**config.mk**
```make
export PLATFORM = sky130hd
export DESIGN_NAME = probabilistic_quad_clock_divider
export DESIGN_NICKNAME = d
export VERILOG_FILES = /design/src/rtl/pqcd_pkg.sv /design/src/rtl/probabilistic_quad_clock_divider.sv /design/src/rtl/pqcd_cfg.sv /design/src/rtl/pqcd_core.sv /design/src/rtl/pqcd_out_buf.sv
export SDC_FILE = /design/constraint.sdc
export NUM_CORES = 1
export LEC_CHECK = 0
export BUFFER_PORTS_ARGS = -buffer_cell sky130_fd_sc_hd__buf_4
export CELL_PAD_IN_SITES_DETAIL_PLACEMENT = 1
export CELL_PAD_IN_SITES_GLOBAL_PLACEMENT = 2
export CORE_MARGIN = 2
export CORE_UTILIZATION = 38
export DETAILED_ROUTE_END_ITERATION = 8
export PLACE_DENSITY_LB_ADDON = 0.1
export SYNTH_ARGS = -nofsm -noshare
export SYNTH_HDL_FRONTEND = slang
export SYNTH_SLANG_ARGS = --single-unit
```
**constraint.sdc**
```tcl
create_clock -name aclk -period 5.4 [get_ports aclk]
set_input_delay 1.35 -clock aclk [delete_from_list [all_inputs] [get_ports aclk]]
set_output_delay 1.35 -clock aclk [all_outputs]
set_load 0.05 [all_outputs]
```
**src/rtl/pqcd_pkg.sv**
```systemverilog
// ----------------------------------------------------------------------------
// pqcd_pkg
// Shared types and constants of the four-channel probabilistic clock divider.
// ----------------------------------------------------------------------------
package pqcd_pkg;

    localparam int CH_N             = 4;
    localparam int CNT_W            = 6;
    localparam int THR_W            = 17;
    localparam int RND_W            = 16;
    localparam int IDX_W            = 3;
    localparam int CFG_W            = THR_W;
    localparam logic [CNT_W-1:0] CNT_SAT = '1;

    localparam int PULSE_TICKS_DEF  = 48;
    localparam int MAX_DIVISOR_DEF  = 32;

    localparam logic [THR_W-1:0] THR_RESET = 17'h10000;
    localparam logic [CNT_W-1:0] DIV_RESET = 6'd1;

    // Register indexes
    localparam logic [IDX_W-1:0] REG_DIV_CH1 = 3'd0;
    localparam logic [IDX_W-1:0] REG_DIV_CH2 = 3'd1;
    localparam logic [IDX_W-1:0] REG_DIV_CH3 = 3'd2;
    localparam logic [IDX_W-1:0] REG_DIV_CH4 = 3'd3;
    localparam logic [IDX_W-1:0] REG_CHANCE  = 3'd4;

    typedef struct packed {
        logic             clock_level;
        logic [RND_W-1:0] random_value;
        logic [CH_N-1:0]  toggle_bits;
        logic             all_on_request;
        logic             all_off_request;
    } in_word_t;

    typedef struct packed {
        logic [CH_N-1:0] channel_pulses;
        logic            or_pulse;
        logic            xor_pulse;
        logic [CH_N-1:0] channel_enables;
        logic [CH_N-1:0] count_zero_marks;
    } out_word_t;

    typedef struct packed {
        logic [CH_N-1:0][CNT_W-1:0] divisor;
        logic [THR_W-1:0]           threshold;
    } cfg_t;

endpackage

```
**src/rtl/probabilistic_quad_clock_divider.sv**
```systemverilog
// ----------------------------------------------------------------------------
// probabilistic_quad_clock_divider
// Four-channel clock divider with a random pulse gate and global on/off.
// ----------------------------------------------------------------------------
// Path: input register, then one update pass into the two-entry result
//   buffer.
// Throughput: one word per cycle while the result buffer has space.
// Reset: synchronous active-low aresetn clears counters, timers and buffers,
//   sets all enables, divisors to 1 and the threshold to always.
module probabilistic_quad_clock_divider #(
    parameter int PULSE_TICKS = pqcd_pkg::PULSE_TICKS_DEF,
    parameter int MAX_DIVISOR = pqcd_pkg::MAX_DIVISOR_DEF
) (
    input  logic                       aclk,
    input  logic                       aresetn,
    input  logic                       s_valid,
    output logic                       s_ready,
    input  pqcd_pkg::in_word_t         s_data,
    output logic                       m_valid,
    input  logic                       m_ready,
    output pqcd_pkg::out_word_t        m_data,
    input  logic                       cfg_we,
    input  logic [pqcd_pkg::IDX_W-1:0] cfg_index,
    input  logic [pqcd_pkg::CFG_W-1:0] cfg_wdata
);
    import pqcd_pkg::*;

    cfg_t      cfg;
    in_word_t  in_data_reg;
    logic      in_valid_reg;
    logic      advance;
    logic      space;
    out_word_t core_word;

    assign advance = in_valid_reg & space;
    assign s_ready = ~in_valid_reg | advance;

    // Hold the input word until the core takes it
    always_ff @(posedge aclk) begin
        if (!aresetn) begin
            in_valid_reg <= 1'b0;
        end else if (s_ready) begin
            in_valid_reg <= s_valid;
        end
    end

    always_ff @(posedge aclk) begin
        if (s_valid && s_ready) in_data_reg <= s_data;
    end

    pqcd_cfg u_cfg (
        .aclk      (aclk),
        .aresetn   (aresetn),
        .cfg_we    (cfg_we),
        .cfg_index (cfg_index),
        .cfg_wdata (cfg_wdata),
        .cfg       (cfg)
    );

    pqcd_core #(
        .PULSE_TICKS (PULSE_TICKS),
        .MAX_DIVISOR (MAX_DIVISOR)
    ) u_core (
        .aclk     (aclk),
        .aresetn  (aresetn),
        .advance  (advance),
        .in_word  (in_data_reg),
        .cfg      (cfg),
        .out_word (core_word)
    );

    pqcd_out_buf u_out_buf (
        .aclk      (aclk),
        .aresetn   (aresetn),
        .push      (advance),
        .push_word (core_word),
        .space     (space),
        .m_valid   (m_valid),
        .m_ready   (m_ready),
        .m_data    (m_data)
    );

endmodule

```
**src/rtl/pqcd_cfg.sv**
```systemverilog
// ----------------------------------------------------------------------------
// pqcd_cfg
// Configuration register file: four divisors and the chance threshold.
// ----------------------------------------------------------------------------
module pqcd_cfg (
    input  logic                       aclk,
    input  logic                       aresetn,
    input  logic                       cfg_we,
    input  logic [pqcd_pkg::IDX_W-1:0] cfg_index,
    input  logic [pqcd_pkg::CFG_W-1:0] cfg_wdata,
    output pqcd_pkg::cfg_t             cfg
);
    import pqcd_pkg::*;

    cfg_t cfg_reg;

    // Write the addressed register, ignore unknown indexes
    always_ff @(posedge aclk) begin
        if (!aresetn) begin
            cfg_reg.divisor   <= {CH_N{DIV_RESET}};
            cfg_reg.threshold <= THR_RESET;
        end else if (cfg_we) begin
            unique case (cfg_index)
                REG_DIV_CH1: cfg_reg.divisor[0] <= cfg_wdata[CNT_W-1:0];
                REG_DIV_CH2: cfg_reg.divisor[1] <= cfg_wdata[CNT_W-1:0];
                REG_DIV_CH3: cfg_reg.divisor[2] <= cfg_wdata[CNT_W-1:0];
                REG_DIV_CH4: cfg_reg.divisor[3] <= cfg_wdata[CNT_W-1:0];
                REG_CHANCE:  cfg_reg.threshold  <= cfg_wdata[THR_W-1:0];
                default: ;
            endcase
        end
    end

    assign cfg = cfg_reg;

endmodule

```
**src/rtl/pqcd_core.sv**
```systemverilog
// ----------------------------------------------------------------------------
// pqcd_core
// Divider state and the per-tick update: counters, enables, pulse timers.
// ----------------------------------------------------------------------------
module pqcd_core #(
    parameter int PULSE_TICKS = pqcd_pkg::PULSE_TICKS_DEF,
    parameter int MAX_DIVISOR = pqcd_pkg::MAX_DIVISOR_DEF
) (
    input  logic                aclk,
    input  logic                aresetn,
    input  logic                advance,
    input  pqcd_pkg::in_word_t  in_word,
    input  pqcd_pkg::cfg_t      cfg,
    output pqcd_pkg::out_word_t out_word
);
    import pqcd_pkg::*;

    localparam int TIMER_W = $clog2(PULSE_TICKS + 1);
    localparam logic [TIMER_W-1:0] PT  = TIMER_W'(PULSE_TICKS);
    localparam logic [CNT_W-1:0]   MAXD = CNT_W'(MAX_DIVISOR);

    logic [CH_N-1:0][CNT_W-1:0]   cnt_reg, cnt_next;
    logic [CH_N-1:0][TIMER_W-1:0] timer_reg, timer_next;
    logic [CH_N-1:0]              en_reg, en_next;
    logic [CH_N-1:0]              prev_tog_reg;
    logic                         chance_reg, chance_next;
    logic                         prev_clk_reg;

    logic                         clk_rise;
    logic [CH_N-1:0][CNT_W-1:0]   cnt_inc;
    logic [CH_N-1:0][CNT_W-1:0]   eff_div;
    logic [CH_N-1:0][TIMER_W-1:0] timer_set;
    logic [CH_N-1:0]              pulses;
    logic [CH_N-1:0]              zero_marks;
    logic [CH_N-1:0]              en_forced;

    // Update all state for one tick
    always_comb begin
        clk_rise    = in_word.clock_level & ~prev_clk_reg;
        chance_next = clk_rise ? ({1'b0, in_word.random_value} < cfg.threshold)
                               : chance_reg;

        // off wins over on, then rising toggles flip
        en_forced = en_reg;
        if (in_word.all_on_request)  en_forced = '1;
        if (in_word.all_off_request) en_forced = '0;
        en_next = en_forced ^ (in_word.toggle_bits & ~prev_tog_reg);

        for (int i = 0; i < CH_N; i++) begin
            cnt_inc[i] = (clk_rise && cnt_reg[i] != CNT_SAT)
                       ? cnt_reg[i] + CNT_W'(1) : cnt_reg[i];
            zero_marks[i] = (cnt_inc[i] == '0);

            // clamp divisor into 1..MAX_DIVISOR
            if (cfg.divisor[i] == '0)      eff_div[i] = CNT_W'(1);
            else if (cfg.divisor[i] > MAXD) eff_div[i] = MAXD;
            else                           eff_div[i] = cfg.divisor[i];

            timer_set[i] = timer_reg[i];
            cnt_next[i]  = cnt_inc[i];
            if (en_next[i]) begin
                if (cnt_inc[i] == eff_div[i] && chance_next && timer_reg[i] < PT)
                    timer_set[i] = PT;
                if (cnt_inc[i] >= eff_div[i])
                    cnt_next[i] = '0;
            end

            pulses[i]     = (timer_set[i] != '0);
            timer_next[i] = pulses[i] ? timer_set[i] - TIMER_W'(1) : timer_set[i];
        end
    end

    // Hold state between accepted words
    always_ff @(posedge aclk) begin
        if (!aresetn) begin
            cnt_reg      <= '0;
            timer_reg    <= '0;
            en_reg       <= '1;
            prev_tog_reg <= '0;
            chance_reg   <= 1'b0;
            prev_clk_reg <= 1'b0;
        end else if (advance) begin
            cnt_reg      <= cnt_next;
            timer_reg    <= timer_next;
            en_reg       <= en_next;
            prev_tog_reg <= in_word.toggle_bits;
            chance_reg   <= chance_next;
            prev_clk_reg <= in_word.clock_level;
        end
    end

    // Assemble the result word
    always_comb begin
        out_word.channel_pulses   = pulses;
        out_word.or_pulse         = |pulses;
        out_word.xor_pulse        = ^pulses;
        out_word.channel_enables  = en_next;
        out_word.count_zero_marks = zero_marks;
    end

endmodule

```
**src/rtl/pqcd_out_buf.sv**
```systemverilog
// ----------------------------------------------------------------------------
// pqcd_out_buf
// Two-entry result buffer so a new word enters while one waits downstream.
// ----------------------------------------------------------------------------
module pqcd_out_buf (
    input  logic                aclk,
    input  logic                aresetn,
    input  logic                push,
    input  pqcd_pkg::out_word_t push_word,
    output logic                space,
    output logic                m_valid,
    input  logic                m_ready,
    output pqcd_pkg::out_word_t m_data
);
    import pqcd_pkg::*;

    out_word_t   head_reg, tail_reg;
    logic [1:0]  count_reg;
    logic        pop;

    assign pop     = m_valid & m_ready;
    assign space   = (count_reg != 2'd2);
    assign m_valid = (count_reg != 2'd0);
    assign m_data  = head_reg;

    // Track the fill level
    always_ff @(posedge aclk) begin
        if (!aresetn) begin
            count_reg <= 2'd0;
        end else begin
            unique case ({push, pop})
                2'b10:   count_reg <= count_reg + 2'd1;
                2'b01:   count_reg <= count_reg - 2'd1;
                default: ;
            endcase
        end
    end

    // Shift words toward the head
    always_ff @(posedge aclk) begin
        unique case ({push, pop})
            2'b11: begin
                if (count_reg == 2'd2) begin
                    head_reg <= tail_reg;
                    tail_reg <= push_word;
                end else begin
                    head_reg <= push_word;
                end
            end
            2'b10: begin
                if (count_reg == 2'd0) head_reg <= push_word;
                else                   tail_reg <= push_word;
            end
            2'b01:   head_reg <= tail_reg;
            default: ;
        endcase
    end

endmodule
```
**After elaboration in Yosys (flattened, before gate mapping)**

Index checks and enable logic that the tools add are counted.

- Flip-flop bits (word level): 153
- Latch bits: 0
- RAM bits: 0
- Memory bits (read-only): 0
- Input bits: 48
- Output and inout bits: 16
- Word-level logic and storage cells: 168
- Memories kept: 0

- Add/sub/neg operators: 10
- Multipliers: 0
- Divide/modulo/power cells: 0
- Order comparisons: 13
- Equality and inequality tests: 20
- Shift-type cells: 0
- Mux-type cells: 42
- Bitwise logic cells: 9
- Reductions and logical operators: 40

Operators with widths:

| cell | count |
|---|---|
| $mux W6 | 32 |
| $mux W14 | 4 |
| $logic_not A6 Y1 | 8 |
| $pmux W14 S3 | 1 |
| $pmux W14 S2 | 1 |
| $add A6 B1 Y6 const B | 4 |
| $eq A6 B6 Y1 | 4 |
| $ge A6 B6 Y1 | 4 |
| $gt A6 B6 Y1 const B | 4 |
| $lt A6 B6 Y1 const B | 4 |
| $ne A6 B6 Y1 const B | 4 |
| $reduce_bool A6 Y1 | 4 |
| $sub A6 B1 Y6 const B | 4 |
| $lt A16 B17 Y1 | 1 |
| $logic_and A1 B1 Y1 | 13 |
| $reduce_and A2 Y1 | 6 |
| $mux W4 | 2 |
| $eq A2 B2 Y1 const B | 3 |
| $eq A3 B2 Y1 const B | 2 |
| $reduce_bool A2 Y1 | 3 |
| $and A4 B4 Y4 | 1 |
| $ne A2 B1 Y1 const B | 2 |
| $ne A2 B2 Y1 const B | 2 |
| $not A4 Y4 | 1 |
| 17 further kinds | 20 |

**Depth between registers and ports, before layout**

Gate-level depths: netlist (run 1).

- Depth after elaboration: 13
- Gate-level depth with buffers: 19
- Mapped depth without buffers: 19

**Modules after synthesis**

A second synthesis (run 1) with hierarchy kept.

- Cells, all modules: 837
- Area, all modules: 8,037.7 um^2

By module, submodules not included:

| module | instances | cells an instance | area an instance (um^2) |
|---|---|---|---|
| pqcd_core | 1 | 582 | 4,529.3 |
| pqcd_cfg | 1 | 158 | 1,580.3 |
| pqcd_out_buf | 1 | 68 | 1,172.4 |
| probabilistic_quad_clock_divider | 1 | 29 | 755.7 |

**Worst setup path after synthesis (run 1)**

OpenSTA, ideal clock, no wires.

- Path type: reg-to-reg
- Start: reg u_core.cnt_reg[18] (netlist name)
- End: reg u_out_buf.head_reg (netlist bit u_out_buf.m_data[8]), data pin
- Setup time: 0.260 ns
- Data arrival time: 3.659 ns
- Data required time: 5.140 ns
- Path slack: 1.481 ns
- Cell stages (with the launch flop): 20
- Path buffers: 0
- Clock period less this slack: 3.919 ns
- Cells stage by stage: dfxtp_1 ha_1 and3_1 a31oi_1 and4_1 nand3_1 xnor2_1 ha_1 nand4_1 a211oi_1 nand2_1 o21ai_0 ha_1 nand2_1 nor3_4 inv_2 xnor2_2 xnor3_2 o21ai_2 nand3_1

RTL lines:

| element | RTL line | RTL |
|---|---|---|
| start, declared | pqcd_core.sv:22 | `logic [CH_N-1:0][CNT_W-1:0] cnt_reg, cnt_next;` |
| start signal, assigned | pqcd_core.sv:83 | `cnt_reg <= cnt_next;` |
| end signal, assigned | pqcd_out_buf.sv:44 | `head_reg <= tail_reg;` |
| end signal, assigned | pqcd_out_buf.sv:47 | `head_reg <= push_word;` |
| end signal, assigned | pqcd_out_buf.sv:51 | `if (count_reg == 2'd0) head_reg <= push_word;` |
| end, declared | pqcd_out_buf.sv:17 | `out_word_t head_reg, tail_reg;` |

==> results of run 1 <==
-- metrics by stage --
step,cells,area (µm²),utilization,setup WS (ns)
after global routing,1237,9450,0.449,0.302
after detailed placement,1205,8860,0.422,0.787
after CTS,1237,9450,0.449,0.704
after global placement,1205,8860,0.422,1.00
after floorplan,894,8120,-,1.48
final,1237,9450,0.449,0.701
-- metal layers --
metal | routed length [µm] | vias up | share of wire
li1 | - | 3261 | -
met1 | 9970 | 3260 | 0.46
met2 | 10700 | 85 | 0.50
met3 | 512 | 23 | 0.024
met4 | 308 | 0 | 0.014
met5 | 0 | - | 0
-- final timing paths --
check                              start                     end  depth (start not counted)
hold / removal    u_core.prev_tog_reg[1]  u_core.prev_tog_reg[1]                          2
hold reg to reg   u_core.prev_tog_reg[1]  u_core.prev_tog_reg[1]                          2
setup / recovery     u_core.prev_clk_reg     u_out_buf.m_data[8]                         17
setup reg to reg     u_core.prev_clk_reg     u_out_buf.m_data[8]                         17
-- placed cells by master, fill, tap and decap left out, types with 4 or more instances in the layout --
master,instances
nand2_1,145
dfxtp_1,102
buf_4,70
nor2_1,59
o21ai_0,54
edfxtp_1,51
ha_1,50
a21oi_1,47
a21boi_0,39
inv_1,35
nor2b_1,34
mux2i_1,27
nand3_1,22
xnor2_1,21
nand2b_1,18
clkbuf_16,17
a31oi_1,15
and2_1,15
nand4_1,14
nor3_1,14
a221oi_1,12
a21o_1,7
and3_1,6
nor4_1,6
nand3b_1,6
xor2_1,5
or3_1,5
nor3b_1,5
o211a_1,5
clkinv_4,5
o21bai_1,4
a211oi_1,4
-- power by group through the flow --
stage | Combinational, mW | Sequential (mW) | Clock (mW)
2_1_floorplan | 0.807 | 1.67 | 0
3_3_place_gp | 1.31 | 1.51 | 0
3_5_place_dp | 1.36 | 1.52 | 0
4_1_cts | 1.38 | 1.49 | 1.24
5_1_grt | 1.50 | 1.51 | 1.29
6_report | 1.36 | 1.49 | 1.21
-- cell type report --
cell class | count | area (µm²) | share of cell area
repair buffers | 70 | 526 | 0.0556
well taps | 275 | 344 | 0.0364
inverters | 38 | 143 | 0.0151
clock buffers | 19 | 443 | 0.0469
multi-input cells | 669 | 4280 | 0.452
clock inverters | 13 | 145 | 0.0154
flip-flops and latches | 153 | 3570 | 0.378
-- logic make-up after synthesis --
group / Yosys count / share of synthesized area
xor+xnor: 28 / 0.0330
buf+inv: 72 / 0.0342
fa+ha+maj: 50 / 0.0771
simple gates: 365 / 0.225
flops: 153 / 0.440
compound gates: 199 / 0.158
mux: 27 / 0.0333
-- critical path: stages, from the launching register on --
cell and delay [ns]:
dfxtp_1 0.31, nand2b_1 0.40, a31oi_1 0.60, nand2_1 0.19
nor2_1 0.15, xnor2_1 0.15, inv_1 0.08, ha_1 0.31
nand4_1 0.17, nor4_4 0.51, inv_1 0.11, nand2_1 0.10
ha_1 0.27, nand3b_1 0.17, nor2_2 0.28, xnor3_2 0.51
o21ai_2 0.07, nand3_1 0.08
==> metrics.cfg, run 1 <==
[timing]
fin_hold_ws_ns = 0.465
slew_headroom = 0.298
rsz0062_at_grt = no
fin_tns_setup_ns = 0
period_minus_slack_ns = 4.70
fmax_mhz = 213
min_period_over_period = 0.870
tightest_slew_ns = 1.05
final-hold-violation-count = 0
fin_skew_ns = 0.00935
setup_viol = 0
slew_violations = 0

[synthesis]
yosysSeqAreaShare = 0.440
synth_cells = 894
post_synth.cell_area_avg_um2 = 9.08
mappedNetlistNets = 992
synth_top_area_frac = 0.252
synth-warning-count = 0
synth.most_common_cell = nand2_1
ys_ff_latch = 153
synth_common_cells = 146 x nand2_1, 102 x dfxtp_1, 59 x nor2_1
synth_edf_count = 51
synth.distinct_cells = 51
synth.largest_area_cell = dfxtp_1
synthTopCellsByArea = dfxtp_1 25%, edfxtp_1 19%, ha_1 7.7%
synthFlopType = dfxtp_1
syn_area_um2 = 8120
async_flop_share = 0

[worst_setup_path]
crit_type = reg2reg
cp_data_required_time_ns = 5.57
endpoint_kind = flip-flop
r2r_slack_ns = 0.70
crit_path_start_kind = flip-flop
timing.critical_path.arrival_ns = 4.87
cp_max_fo = 9

[layout]
drive_gt1_frac = 0.124
largest_reg_flops = 41
nets = 1047
fillers = 2395
diodes = 0
area_delta_synth_final_pct = 16.4

[cts]
cts_setup_buffers = 0
cts_resized = 0
clk_path_buf_depth = 2
holdBufCountCts = 0
cts.sinks = 153
h-tree-depth = 4
clk_latency_ns = 0.43
cts_buffers = 17
clkTransAtPathRegs_ns = 0.07
cts_tree = yes
cts_root_buf = clkbuf_16

[grt]
grt_max_degree = 96
grt_pass1_vias = 6934
busiest_layer = met2
grt.met1_usage = 0.248
use_met2 = 0.345
grt_overflow_total = 0
use_met3 = 0.0327
grt_first_pass_wirelength_um = 34900
antenna_found_initial = 0
track_usage = 0.196

[power_and_ir_drop]
power.total_mw = 4.07
power_density_nw_per_um2 = 430
clkPwrFrac = 0.297
power_frac_seq = 0.367
leakagePower_nw = 3.72
intPower_mw = 2.58
swShare = 0.366
comb_power_share = 0.336
switchingPower_mw = 1.49
peakVddDrop_uv = 200

[place]
dp_hpwl_um = 15000
gp_congestion = 0.834
portBuffers = 63

[min_path]
hp-class = reg2reg

[detailed_routing]
first_pass_iters = 4
drc_errors = 0
drtIter0Drc = 271
vias = 6629
viasPerCell = 5.36
wl_um = 21500
wl_per_cell_um = 17.4
ant_nets = 0

[floorplanning]
pin_count = 64
die_w_um = 150
die-area_um2 = 22600
start_util = 0.386
die_h_um = 150
design.core.area_um2 = 21000
num_rows = 53

[run]
maxCapViolations = 0

[status]
outcome = finished clean

No activity file was read; power rests on OpenSTA's default activity.
==> run 2, diff against run 1 <==
--- a/config.mk
+++ b/config.mk
@@ -11,7 +11,7 @@
 export CORE_MARGIN = 2
 export CORE_UTILIZATION = 38
 export DETAILED_ROUTE_END_ITERATION = 8
-export PLACE_DENSITY_LB_ADDON = 0.1
+export PLACE_DENSITY_LB_ADDON = 0.05
 export SYNTH_ARGS = -nofsm -noshare
 export SYNTH_HDL_FRONTEND = slang
 export SYNTH_SLANG_ARGS = --single-unit
==> metrics.cfg, run 2 (synthesis results as in run 1) <==
[place]
post-place-cells = 1203
dp_hpwl_um = 14800
portBuffers = 63
gp_congestion = 0.749

[timing]
fin_tns_setup_ns = 0
period_minus_slack_ns = 4.59
slew_violations = 0
rsz0062_at_grt = no
fmax_mhz = 218
tightest_slew_ns = 1.05
slew_headroom = 0.303
fin_skew_ns = 0.00866
fin_hold_ws_ns = 0.463
setup_viol = 0
final-hold-violation-count = 0
min_period_over_period = 0.850

[min_path]
hp-class = reg2reg

[detailed_routing]
wl_um = 21200
first_pass_iters = 4
wl_per_cell_um = 17.2
viasPerCell = 5.32
vias = 6574
drc_errors = 0
ant_nets = 0
drtIter0Drc = 248

[power_and_ir_drop]
leakagePower_nw = 3.71
power_frac_seq = 0.366
peakVddDrop_uv = 221
swShare = 0.369
comb_power_share = 0.333
switchingPower_mw = 1.50
power_density_nw_per_um2 = 432
intPower_mw = 2.57
clkPwrFrac = 0.302

[cts]
cts.sinks = 153
cts_resized = 0
cts_buffers = 17
cts_root_buf = clkbuf_16
cts_tree = yes
h-tree-depth = 4
cts_setup_buffers = 0
clk_path_buf_depth = 2
holdBufCountCts = 0
clk_latency_ns = 0.43
clkTransAtPathRegs_ns = 0.07

[grt]
antenna_found_initial = 0
grt_first_pass_wirelength_um = 34700
grt_overflow_total = 0
track_usage = 0.196
grt_max_degree = 96
grt_pass1_vias = 6867

[floorplanning]
start_util = 0.386
die-area_um2 = 22600
pin_count = 64
design.core.area_um2 = 21000
die_w_um = 150
num_rows = 53
die_h_um = 150

[layout]
drive_gt1_frac = 0.124
diodes = 0
multi_input_area_um2 = 4280
largest_reg_flops = 41
area_delta_synth_final_pct = 16.3
final_common_cell = nand2_1
nets = 1045
stdcell_count = 1235
fillers = 2422
regArea_um2 = 3570
final_cell_mix = 145 x nand2_1, 102 x dfxtp_1, 68 x buf_4, 59 x nor2_1, 54 x o21ai_0

[worst_setup_path]
endpoint_kind = flip-flop
crit_type = reg2reg
crit_path_start_kind = flip-flop
cp_data_required_time_ns = 5.58
timing.critical_path.arrival_ns = 4.77
cp_max_fo = 9

[run]
maxCapViolations = 0

[status]
outcome = finished clean

run 2: worst paths after layout:
| check | end | from | cells past startpoint | slack [ns] |
|---|---|---|---|---|
| max | u_out_buf.m_data[8] | u_core.prev_clk_reg | 17 | 0.81 |
| min | u_core.prev_tog_reg[1] | u_core.prev_tog_reg[1] | 2 | 0.46 |
| max reg2reg | u_out_buf.m_data[8] | u_core.prev_clk_reg | 17 | 0.81 |
| min reg2reg | u_core.prev_tog_reg[1] | u_core.prev_tog_reg[1] | 2 | 0.46 |
run 2: routing by layer:
metal | up-vias | GRT usage | part of all wire
met1 | 3211 | 0.244 | 0.46
li1 | 3254 | - | -
met3 | 16 | 0.0318 | 0.026
met2 | 93 | 0.349 | 0.50
met4 | 0 | 0.0557 | 0.013
met5 | - | 0 | 0
run 2: power groups by stage:
stage,logic [mW],registers (mW),clock network [mW]
after floorplan,0.807,1.67,0
after global placement,1.31,1.51,0
after detailed placement,1.35,1.51,0
after CTS,1.37,1.49,1.26
after global routing,1.49,1.51,1.31
final,1.36,1.49,1.23
run 2: worst max-delay path, cell delays in order (launching register included):
cell,delay [ns]
dfxtp_1,0.31
nand2b_1,0.39
a31oi_1,0.58
nand2_1,0.17
nor2_1,0.15
xnor2_1,0.17
inv_1,0.09
ha_1,0.30
nand4_1,0.15
nor4_4,0.50
inv_1,0.12
nand2_1,0.09
ha_1,0.26
nand3b_1,0.18
nor2_2,0.24
xnor3_2,0.49
o21ai_2,0.07
nand3_1,0.08
run 2: layout make-up:
cell class	instances	share of cell area
Sequential cell	153	0.379
Multi-Input combinational cell	669	0.453
Clock buffer	18	0.0455
Inverter	38	0.0151
Tap cell	275	0.0365
Timing Repair Buffer	68	0.0541
Clock inverter	14	0.0174
run 2: per-stage QoR:
| stage | setup WS [ns] | utilization | instance area [µm²] | total power, mW |
|---|---|---|---|---|
| 2_1_floorplan | 1.48 | - | 8120 | 2.48 |
| 4_1_cts | 0.810 | 0.449 | 9440 | 4.12 |
| 6_report | 0.810 | 0.449 | 9440 | 4.07 |
| 5_1_grt | 0.364 | 0.449 | 9440 | 4.31 |
| 3_3_place_gp | 1.00 | 0.421 | 8850 | 2.82 |
| 3_5_place_dp | 0.805 | 0.421 | 8850 | 2.86 |
==> run 3, diff against run 2 <==
--- a/config.mk
+++ b/config.mk
@@ -5,11 +5,12 @@
 export SDC_FILE = /design/constraint.sdc
 export NUM_CORES = 1
 export LEC_CHECK = 0
+export ABC_AREA = 1
 export BUFFER_PORTS_ARGS = -buffer_cell sky130_fd_sc_hd__buf_4
 export CELL_PAD_IN_SITES_DETAIL_PLACEMENT = 1
 export CELL_PAD_IN_SITES_GLOBAL_PLACEMENT = 2
 export CORE_MARGIN = 2
-export CORE_UTILIZATION = 38
+export CORE_UTILIZATION = 32
 export DETAILED_ROUTE_END_ITERATION = 8
 export PLACE_DENSITY_LB_ADDON = 0.05
 export SYNTH_ARGS = -nofsm -noshare
==> constraint.sdc (replaced) <==
create_clock -name aclk -period 3.7 [get_ports aclk]
set_input_delay 0.925 -clock aclk [delete_from_list [all_inputs] [get_ports aclk]]
set_output_delay 0.925 -clock aclk [all_outputs]
set_load 0.05 [all_outputs]
==> metrics.cfg, run 3 <==
[synthesis]
synth-warning-count = 0
post_synth.cell_area_avg_um2 = 7.83
mappedNetlistNets = 1133
syn_area_um2 = 8110
synth_top_area_frac = 0.252
synth.most_common_cell = nand2_1
async_flop_share = 0
yosysSeqAreaShare = 0.441
synth_common_cells = 251 x nand2_1, 107 x inv_1, 103 x nor2_1, 103 x o21ai_0, 102 x dfxtp_1
synth.largest_area_cell = dfxtp_1
synth.distinct_cells = 44
synth_edf_count = 51
ys_ff_latch = 153
synthTopCellsByArea = dfxtp_1 25%, edfxtp_1 19%, nand2_1 12%
synth_cells = 1035
synthFlopType = dfxtp_1

[worst_setup_path]
cp_max_fo = 5
crit_type = reg2reg
reg2regPathDepth = 20
reg2reg_to = u_out_buf.m_data[9]
r2r_slack_ns = 0.13
reg2reg_from = u_core.cnt_reg[1]
cp_data_required_time_ns = 3.88
timing.critical_path.arrival_ns = 3.75
endpoint_kind = flip-flop
crit_path_start_kind = flip-flop

[timing]
slew_violations = 0
min_period_over_period = 0.965
setup_viol = 0
fin_skew_ns = 0.0119
fin_tns_setup_ns = 0
tightest_slew_ns = 0.949
slew_headroom = 0.366
rsz0062_at_grt = yes
fmax_mhz = 280
period_minus_slack_ns = 3.57
final-hold-violation-count = 0

[place]
portBuffers = 63
post-place-cells = 1486
gp_congestion = 0.732
dp_hpwl_um = 16400
placed_area_um2 = 9530

[floorplanning]
die_w_um = 163
die_h_um = 163
start_util = 0.324
pin_count = 64
num_rows = 58
die-area_um2 = 26600
design.core.area_um2 = 25000

[cts]
holdBufCountCts = 0
cts.sinks = 153
h-tree-depth = 4
clk_latency_ns = 0.44
cts_tree = yes
clk_path_buf_depth = 2
cts_buffers = 17
cts_root_buf = clkbuf_16
clkTransAtPathRegs_ns = 0.07

[layout]
final_cell_mix = 243 x nand2_1, 199 x buf_4, 96 x o21ai_0, 94 x inv_1, 94 x dfxtp_1
fillers = 3029
diodes = 0
multi_input_area_um2 = 4470
area_delta_synth_final_pct = 35.7
stdcell_count = 1569
nets = 1324
largest_reg_flops = 41
final_common_cell = nand2_1
final_area_um2 = 11000
final_util = 0.439
drive_gt1_frac = 0.287
regArea_um2 = 3580

[min_path]
min_path_cells = 2
hp-class = reg2reg
hold_start = u_cfg.cfg[12]
min_to = u_cfg.cfg[12]

[power_and_ir_drop]
power_frac_seq = 0.311
intPower_mw = 4.33
swShare = 0.371
leakagePower_nw = 4.75
switchingPower_mw = 2.55
power_density_nw_per_um2 = 625
comb_power_share = 0.427
peakVddDrop_uv = 380
clkPwrFrac = 0.263

[grt]
grt_max_degree = 47
grt_pass1_vias = 7540
grt_first_pass_wirelength_um = 38100
track_usage = 0.182
antenna_found_initial = 0
grt_overflow_total = 0

[detailed_routing]
vias = 7360
ant_nets = 0
first_pass_iters = 4
wl_per_cell_um = 14.9
wl_um = 23400
viasPerCell = 4.69
drtIter0Drc = 258
drc_errors = 0

[run]
maxCapViolations = 0

[status]
outcome = finished clean

run 3: cell count changes in the layout (fill, tap and decap cells not counted), moves of 15 or more:
cell and delta:
nand2_1 +98, o21ai_0 +42, nor2b_1 -34, a21boi_0 -39
nand2b_1 -18, a21oi_1 +43, mux2i_1 -26, buf_4 +131
nor2_1 +27, a31oi_1 -15, inv_1 +59, and2_1 -15
run 3: repair_timing:
| item | 4_1_cts | 5_1_grt |
|---|---|---|
| pin swaps | 34 | 55 |
| setup endpoints to repair | 22 | 38 |
| endpoints found under the hold margin | 0 | 0 |
| gates resized for setup | 41 | 79 |
| setup buffers | 34 | 18 |
run 3: how the worst max path moves through the flow:
stage / startpoint / slack (ns) / end
3_5_place_dp: u_core.prev_clk_reg / -0.30 / u_out_buf.m_data[8]
3_3_place_gp: u_core.prev_clk_reg / -0.26 / u_out_buf.m_data[8]
5_1_grt: u_core.cnt_reg[18] / -0.18 / u_out_buf.m_data[8]
6_report: u_core.cnt_reg[1] / 0.13 / u_out_buf.m_data[9]
4_1_cts: u_core.cnt_reg[18] / -0.02 / u_out_buf.m_data[8]
2_1_floorplan: u_core.cnt_reg[0] / 0.04 / u_out_buf.m_data[9]
run 3: power groups by stage:
| stage | registers, mW | logic (mW) | clock network (mW) |
|---|---|---|---|
| after CTS | 2.13 | 2.70 | 1.86 |
| after global routing | 2.16 | 3.26 | 1.93 |
| after global placement | 2.17 | 2.41 | 0 |
| final | 2.14 | 2.93 | 1.81 |
| after detailed placement | 2.17 | 2.44 | 0 |
| after floorplan | 2.33 | 1.32 | 0 |
run 3: worst max-delay path, stage by stage, from the launching register on:
cell	delay, ns
dfxtp_2	0.34
ha_4	0.16
and3_4	0.18
a31oi_4	0.17
buf_4	0.16
nand4_1	0.11
xnor2_1	0.18
ha_1	0.32
nand4_1	0.12
nor2_1	0.14
nand3_2	0.14
a21oi_2	0.16
nand2_2	0.09
and2_4	0.16
inv_4	0.06
ha_4	0.15
nand2_4	0.06
nor2_4	0.17
nand4_1	0.19
a21boi_1	0.18
o22ai_1	0.08
run 3: metrics by stage:
step                      power (mW)  worst slack, ns  hold slack (ns)
final                           6.87            0.129            0.460
after global placement          4.58           -0.264            0.441
after detailed placement        4.61           -0.303            0.452
after CTS                       6.69          -0.0185            0.468
after floorplan                 3.65           0.0399            0.429
after global routing            7.35           -0.180            0.491
run 3: cells by family (layout without fill, tap and decap cells):
family | count (synthesis) | count (layout) | synth area share
buffers and inverters | 139 | 343 | 0.0648
AND/OR/NAND/NOR | 427 | 427 | 0.220
adder cells (fa/ha/maj) | 50 | 50 | 0.0772
XOR/XNOR | 38 | 38 | 0.0448
multiplexers | 1 | 1 | 0.00123
AO/OA/AOI/OAI | 227 | 227 | 0.151
flip-flops | 153 | 153 | 0.441
run 3: final cells by class:
class                           count  share of cell area
Multi-Input combinational cell    743               0.406
Sequential cell                   153               0.326
Inverter                          110              0.0382
Timing Repair Buffer              201               0.138
Tap cell                          330              0.0375
Clock buffer                       17              0.0387
Clock inverter                     15              0.0155
run 3: metal layers:
metal	track usage	part of all wire
met1	0.233	0.48
met2	0.319	0.49
met3	0.0251	0.016
met4	0.0483	0.0092
met5	0	0
